==> src/rtl/core/csb_pkg.sv <==
// Package for the counting semaphore bank: sizes, beat layouts, opcodes and status codes.
// No dependencies; imported by counting_semaphore_bank.
package csb_pkg;

    localparam int NUM_SEMS    = 64;
    localparam int COUNT_WIDTH = 16;
    localparam int SLOT_W      = (NUM_SEMS > 1) ? $clog2(NUM_SEMS) : 1;
    localparam int ENTRY_W     = 2 * COUNT_WIDTH;

    localparam int OP_W       = 2;
    localparam int ID_W       = 7;
    localparam int FIELD_W    = 16;
    localparam int STATUS_W   = 3;
    localparam int IN_DATA_W  = 40;
    localparam int OUT_DATA_W = 32;

    typedef enum logic [OP_W-1:0] {
        OP_CREATE = 2'd0,
        OP_WAIT   = 2'd1,
        OP_SIGNAL = 2'd2,
        OP_DELETE = 2'd3
    } op_t;

    typedef enum logic [STATUS_W-1:0] {
        ST_OK          = 3'd0,
        ST_BAD_ID      = 3'd1,
        ST_NOT_EXIST   = 3'd2,
        ST_NO_FREE     = 3'd3,
        ST_WOULD_BLOCK = 3'd4
    } status_t;

endpackage

==> src/rtl/core/counting_semaphore_bank.sv <==
// Counting semaphore bank top level: active map in flops, count/max in one synchronous RAM.
// Depends on csb_pkg.
//
// channel | dir | beat contents (low bit first)
// s_*     | in  | tuser: operation[1:0]; tdata: sem_id[6:0], init_count[22:7], max_count[38:23]
// m_*     | out | tdata: status[2:0], new_id[9:3], count_after[25:10]
//
// One beat per cycle while m_tready is high; a beat passes the read stage, then the output stage.
// The RAM read issued at acceptance returns next cycle; the write-back of the item ahead
// is forwarded when it hits the same slot.
// Reset clears the active map and both stage valids; the RAM needs no clearing.
// With m_tready low the result holds and one more item waits in the read stage.
module counting_semaphore_bank
(
    input  logic                           clk,
    input  logic                           rst_n,
    input  logic                           s_tvalid,
    output logic                           s_tready,
    input  logic [csb_pkg::IN_DATA_W-1:0]  s_tdata,   // sem_id, init_count, max_count, pad
    input  logic [csb_pkg::OP_W-1:0]       s_tuser,   // operation
    output logic                           m_tvalid,
    input  logic                           m_tready,
    output logic [csb_pkg::OUT_DATA_W-1:0] m_tdata    // status, new_id, count_after, pad
);
    import csb_pkg::*;

    logic [ENTRY_W-1:0]     mem [NUM_SEMS];
    logic [ENTRY_W-1:0]     rd_data_reg;

    logic                   s1_valid_reg, s1_valid_next;
    op_t                    s1_op_reg;
    logic [ID_W-1:0]        s1_id_reg;
    logic [FIELD_W-1:0]     s1_init_reg;
    logic [FIELD_W-1:0]     s1_max_reg;

    logic                   fwd_valid_reg, fwd_valid_next;
    logic [ENTRY_W-1:0]     fwd_data_reg;

    logic [NUM_SEMS-1:0]    active_reg, active_next;

    logic                   m_valid_reg, m_valid_next;
    status_t                m_status_reg;
    logic [ID_W-1:0]        m_id_reg;
    logic [FIELD_W-1:0]     m_count_reg;

    logic                   accept, adv;
    logic [ID_W-1:0]        in_id, in_id_m1, s1_id_m1;
    logic [SLOT_W-1:0]      in_slot, s1_slot;
    logic [ENTRY_W-1:0]     entry;
    logic [COUNT_WIDTH-1:0] cur_cnt, cur_max, new_cnt;
    logic                   found;
    logic [SLOT_W-1:0]      free_idx;
    logic                   bad_id;

    logic                   we;
    logic [SLOT_W-1:0]      waddr;
    logic [ENTRY_W-1:0]     wdata;
    status_t                res_status;
    logic [ID_W-1:0]        res_id;
    logic [COUNT_WIDTH-1:0] res_cnt;

    assign in_id    = s_tdata[ID_W-1:0];
    assign in_id_m1 = in_id - ID_W'(1);
    assign in_slot  = in_id_m1[SLOT_W-1:0];
    assign s1_id_m1 = s1_id_reg - ID_W'(1);
    assign s1_slot  = s1_id_m1[SLOT_W-1:0];

    assign adv      = s1_valid_reg && (!m_valid_reg || m_tready);
    assign s_tready = !s1_valid_reg || adv;
    assign accept   = s_tvalid && s_tready;

    assign entry   = fwd_valid_reg ? fwd_data_reg : rd_data_reg;
    assign cur_cnt = entry[COUNT_WIDTH-1:0];
    assign cur_max = entry[ENTRY_W-1:COUNT_WIDTH];
    assign bad_id  = (s1_id_reg == '0) || (s1_id_reg > ID_W'(NUM_SEMS));

    // lowest inactive slot
    always_comb
    begin
        found    = 1'b0;
        free_idx = '0;
        for (int i = NUM_SEMS - 1; i >= 0; i--)
        begin
            if (!active_reg[i])
            begin
                found    = 1'b1;
                free_idx = SLOT_W'(i);
            end
        end
    end

    always_comb
    begin
        we          = 1'b0;
        waddr       = s1_slot;
        wdata       = entry;
        new_cnt     = cur_cnt;
        active_next = active_reg;
        res_status  = ST_OK;
        res_id      = '0;
        res_cnt     = '0;
        if (s1_op_reg == OP_CREATE)
        begin
            if (found)
            begin
                we                    = 1'b1;
                waddr                 = free_idx;
                wdata                 = {COUNT_WIDTH'(s1_max_reg), COUNT_WIDTH'(s1_init_reg)};
                active_next[free_idx] = 1'b1;
                res_id                = ID_W'(free_idx) + ID_W'(1);
                res_cnt               = COUNT_WIDTH'(s1_init_reg);
            end
            else
            begin
                res_status = ST_NO_FREE;
            end
        end
        else if (bad_id)
        begin
            res_status = ST_BAD_ID;
        end
        else if (s1_op_reg == OP_DELETE)
        begin
            active_next[s1_slot] = 1'b0;
        end
        else if (!active_reg[s1_slot])
        begin
            res_status = ST_NOT_EXIST;
        end
        else if (s1_op_reg == OP_WAIT)
        begin
            if (cur_cnt != '0)
            begin
                new_cnt = cur_cnt - COUNT_WIDTH'(1);
                we      = 1'b1;
                wdata   = {cur_max, new_cnt};
                res_cnt = new_cnt;
            end
            else
            begin
                res_status = ST_WOULD_BLOCK;
            end
        end
        else
        begin
            if (cur_cnt < cur_max)
            begin
                new_cnt = cur_cnt + COUNT_WIDTH'(1);
                we      = 1'b1;
                wdata   = {cur_max, new_cnt};
            end
            res_cnt = new_cnt;
        end
        if (!adv)
        begin
            we          = 1'b0;
            active_next = active_reg;
        end
    end

    always_comb
    begin
        s1_valid_next  = accept ? 1'b1 : (adv ? 1'b0 : s1_valid_reg);
        fwd_valid_next = accept ? (we && (waddr == in_slot)) : (adv ? 1'b0 : fwd_valid_reg);
        m_valid_next   = adv ? 1'b1 : (m_tready ? 1'b0 : m_valid_reg);
    end

    always_ff @(posedge clk)
    begin
        if (accept)
        begin
            rd_data_reg <= mem[in_slot];
        end
        if (we)
        begin
            mem[waddr] <= wdata;
        end
    end

    always_ff @(posedge clk or negedge rst_n)
    begin
        if (!rst_n)
        begin
            s1_valid_reg  <= 1'b0;
            fwd_valid_reg <= 1'b0;
            m_valid_reg   <= 1'b0;
            active_reg    <= '0;
        end
        else
        begin
            s1_valid_reg  <= s1_valid_next;
            fwd_valid_reg <= fwd_valid_next;
            m_valid_reg   <= m_valid_next;
            active_reg    <= active_next;
        end
    end

    always_ff @(posedge clk)
    begin
        if (accept)
        begin
            s1_op_reg    <= op_t'(s_tuser);
            s1_id_reg    <= in_id;
            s1_init_reg  <= s_tdata[ID_W +: FIELD_W];
            s1_max_reg   <= s_tdata[ID_W + FIELD_W +: FIELD_W];
            fwd_data_reg <= wdata;
        end
        if (adv)
        begin
            m_status_reg <= res_status;
            m_id_reg     <= res_id;
            m_count_reg  <= FIELD_W'(res_cnt);
        end
    end

    assign m_tvalid = m_valid_reg;
    assign m_tdata  = {{(OUT_DATA_W - STATUS_W - ID_W - FIELD_W){1'b0}},
                       m_count_reg, m_id_reg, m_status_reg};

`ifndef NO_ASSERTIONS
    a_fwd_needs_item: assert property (@(posedge clk) disable iff (!rst_n)
        fwd_valid_reg |-> s1_valid_reg)
        else $error("forward flag set with empty read stage");

    a_write_on_adv: assert property (@(posedge clk) disable iff (!rst_n)
        we |-> adv)
        else $error("RAM write without stage advance");

    a_id_only_ok: assert property (@(posedge clk) disable iff (!rst_n)
        m_valid_reg |-> (m_id_reg == '0 || m_status_reg == ST_OK))
        else $error("new_id set on failed request");

    a_err_zero_cnt: assert property (@(posedge clk) disable iff (!rst_n)
        (m_valid_reg && m_status_reg != ST_OK) |-> (m_count_reg == '0))
        else $error("count_after nonzero on error");

    a_create_sets: assert property (@(posedge clk) disable iff (!rst_n)
        (adv && s1_op_reg == OP_CREATE && found) |=> active_reg[$past(free_idx)])
        else $error("created slot not active");
`endif

endmodule
==> config.mk <==
export PLATFORM = sky130hd
export DESIGN_NAME = counting_semaphore_bank
export DESIGN_NICKNAME = d
export VERILOG_FILES = /design/src/rtl/core/csb_pkg.sv /design/src/rtl/core/counting_semaphore_bank.sv
export SDC_FILE = /design/constraint.sdc
export NUM_CORES = 2
export LEC_CHECK = 0
export BUFFER_PORTS_ARGS = -buffer_cell sky130_fd_sc_hd__buf_2
export CAP_MARGIN = 20
export CORE_ASPECT_RATIO = 1.5
export CORE_MARGIN = 1.5
export CORE_UTILIZATION = 55
export DETAILED_ROUTE_END_ITERATION = 7
export GPL_ROUTABILITY_DRIVEN = 0
export PLACE_DENSITY = 0.7
export SYNTH_ARGS = -nofsm -noshare
export SYNTH_HDL_FRONTEND = slang
export SYNTH_SLANG_ARGS = --single-unit
export TNS_END_PERCENT = 30
==> constraint.sdc <==
create_clock -name clk -period 19.1 [get_ports clk]
set_input_delay 2.865 -clock clk [delete_from_list [all_inputs] [get_ports clk]]
set_output_delay 2.865 -clock clk [all_outputs]
set_load 0.01 [all_outputs]
==> impl_metrics.py <==
metrics = {
    "logic_synthesis": {
        "synth.area.top_cells": "edfxtp_1 (74%), mux4_2 (17%), dfrtp_1 (1.9%)",
        "yosysSeqAreaShare_pct": 75.49,
        "syn_area_sq_um": 88900,
        "synth_edf_count": 2179,
        "synth.avg_cell_area_sq_um": 21.82,
        "synth_top_area_share_pct": 73.61,
        "syn_inst": 4074,
        "yosysUniqueCellTypes": 83,
        "synth.largest_area_cell": "edfxtp_1",
        "synthFlopType": "edfxtp_1",
        "synth.yosys.warnings": 0,
        "ys_ff_latch": 2246,
        "synthArstFlopShare_pct": 2.983,
    },
    "critical_path": {
        "reg2reg_to": "mem[52][18]",
        "r2r_slack_ns": 12.43,
        "startpoint_type": "primary input",
        "cp.required_ns": 19.63,
        "rr_worst_depth": 14,
        "crit_fanout": 52,
        "worstPathArrival_ns": 8.43,
        "r2r_start": "s1_id_reg[0]",
        "end_kind": "flip-flop",
        "path_class": "in2reg",
    },
    "sta": {
        "hold_violations": 0,
        "fmax_mhz": 126.7,
        "tightest_slew_ns": 1.080,
        "setup_slack_ns": 11.21,
        "tns_ns": 0,
        "skew_ns": 0.04699,
        "slew_viol_final": 0,
        "grt_setup_unrepaired": "false",
        "setup_viol": 0,
        "timing.final.crit_share_pct": 41.32,
        "slew_headroom_pct": 27.32,
        "period_minus_slack_ns": 7.893,
    },
    "pwr": {
        "power.internal_w": 0.008112,
        "p_sw_w": 0.002442,
        "seq_power_share_pct": 53.7,
        "peakVddDrop_mv": 0.07041,
        "p_leak_nw": 30.84,
        "power.share.clock_pct": 36.8,
        "power_density_nw_per_um2": 106.2,
        "pwr-share-comb_pct": 9.5,
        "swShare_pct": 23.14,
    },
    "place": {
        "io_buffers": 72,
        "place_hpwl_mm": 117.5,
        "dp_slack_ns": 10.07,
        "dp_cells": 6194,
    },
    "clock_network": {
        "cts.sinks": 2246,
        "ctsResizeCount": 0,
        "ctsHoldBuffers": 0,
        "cts_made_buffers": 187,
        "clock_path_buffers": 3,
        "root_buffer": "clkbuf_16",
        "htreeDepth": 4,
        "insertion_delay_ns": 0.83,
        "post_cts_buffers": 0,
        "cts_tree": "yes",
        "clk_pin_slew_ns": 0.06,
    },
    "route": {
        "wl_per_cell_um": 31.13,
        "drt_pass1_iterations": 6,
        "via_per_inst": 6.532,
        "drt-total-wl_mm": 203.7,
        "ant_nets": 0,
        "route.detailed.drc": 0,
        "via_count": 42740,
        "drtIter0Drc": 4982,
    },
    "floorplan": {
        "core_sq_um": 160400,
        "start_util_pct": 55.44,
        "die_h_um": 495.4,
        "dieArea_sq_um": 164100,
        "num_rows": 180,
        "die_x_um": 331.3,
        "ios": 80,
    },
    "min_path": {
        "holdPathEnd": "m_tvalid",
        "min_path_type": "reg2reg",
        "min_from": "s1_valid_reg",
        "hold_depth": 1,
    },
    "global_route": {
        "grt_max_degree": 135,
        "grt_pass1_wl_mm": 297.7,
        "grt_usage_pct": 25.12,
        "grt_pass1_vias": 43800,
        "grt.overflow.total": 0,
        "antenna_found_initial": 8,
    },
    "layout": {
        "syn_to_final_growth_pct": 11.76,
        "fin_cells": 6543,
        "final_layout_size_suffix_gt1_share_pct": 29.18,
        "finalNetCount": 4362,
        "largest_reg_flops": 2048,
        "fill_cells": 10770,
    },
    "run": {
        "maxCapViolCount": 0,
    },
    "outcome": {
        "status": "finished, final reports clean",
    },
}
how the worst max path moves through the flow:
stage | startpoint | endpoint | slack, ns | cells past startpoint
floorplan | fwd_valid_reg | fwd_data_reg[12] | 11.81 | 17
global placement | s_tdata[0] | rd_data_reg[24] | 10.04 | 8
detailed placement | s_tdata[0] | rd_data_reg[24] | 10.07 | 8
CTS | s_tdata[0] | rd_data_reg[24] | 10.95 | 8
global route | s_tdata[0] | rd_data_reg[24] | 10.66 | 8
finish | s_tdata[0] | rd_data_reg[24] | 11.21 | 8
cell usage after synthesis (14+ instances only):
cell      number
nor3_1        22
nor2_1       139
mux4_2       675
nand2b_1      14
nand4_1       38
inv_1         43
dfrtp_1       67
buf_1         50
a21oi_1       43
edfxtp_1    2179
nand2_1       96
ha_1          24
xnor2_1       32
nand3_1       31
nor2b_1       20
clkbuf_1     122
o21ai_0      170
a31oi_1       16
mux2i_1       47
kinds of logic (layout without fill, tap and decap cells):
| kind of cell | Yosys count | count (layout) | share of synthesized area [%] |
|---|---|---|---|
| buffers and inverters | 242 | 612 | 1.101 |
| adders and majority gates | 24 | 24 | 0.3378 |
| xor gates and xnor gates | 39 | 39 | 0.3927 |
| and+or+nand+nor | 444 | 444 | 2.511 |
| DFF | 2246 | 2246 | 75.49 |
| other | 1 | 7 | 0.004218 |
| AOI/OAI and AO/OA | 349 | 349 | 2.442 |
| muxes | 729 | 729 | 17.72 |
worst max-delay path, stage by stage:
cell    delay [ns]
buf_8         0.41
buf_4         0.72
buf_4         0.84
buf_4         0.83
buf_4         0.80
mux4_2        0.61
mux4_2        0.57
mux4_2        0.54
cell usage in the layout, fill, tap and decap left out, drive strengths merged, types with 54 or more instances in the layout:
cell	synthesis	final
edfxtp	2179	2179
mux4	675	675
clkbuf	122	228
buf	75	221
o21ai	172	172
nor2	141	141
nand2	97	97
clkinv	0	83
dfrtp	67	67
inv	45	54
area by class of cell:
class	instances	area (sq um)	share of cell area [%]
sequential	2246	67110	67.55
antenna	1	2.502	0.002519
clock inverter	118	1330	1.339
timing repair buffer	221	1551	1.562
tap	2093	2619	2.636
clock buffer	228	4875	4.907
inverter	45	168.9	0.1700
multi-input combinational	1591	21690	21.83
per-stage QoR:
| stage | area (sq um) | hold WS [ns] | utilization (%) | power [W] |
|---|---|---|---|---|
| detailed placement | 93100 | 0.5001 | 58.06 | 0.006766 |
| finish | 99350 | 0.5229 | 61.96 | 0.01055 |
| CTS | 99310 | 0.5191 | 61.93 | 0.01060 |
| global route | 99350 | 0.5486 | 61.96 | 0.01083 |
| floorplan | 88910 | 0.4706 | - | 0.006393 |
| global placement | 93080 | 0.4973 | 58.05 | 0.006738 |
power groups by stage:
stage | registers (W) | clock network (W) | logic, W
detailed placement | 0.00577 | 0 | 0.000997
global placement | 0.00577 | 0 | 0.000971
CTS | 0.00566 | 0.00394 | 0.000999
floorplan | 0.00578 | 0 | 0.000615
finish | 0.00566 | 0.00388 | 0.00101
global route | 0.00566 | 0.00410 | 0.00107
metal layers:
metal / wire, um / vias up / track usage, %
li1: - / 17710 / -
met1: 76140 / 22860 / 31.95
met2: 108100 / 1781 / 44.61
met3: 12890 / 388 / 3.582
met4: 6563 / 2 / 8.578
met5: 13 / - / 0
Power figures use the tool's default switching activity.
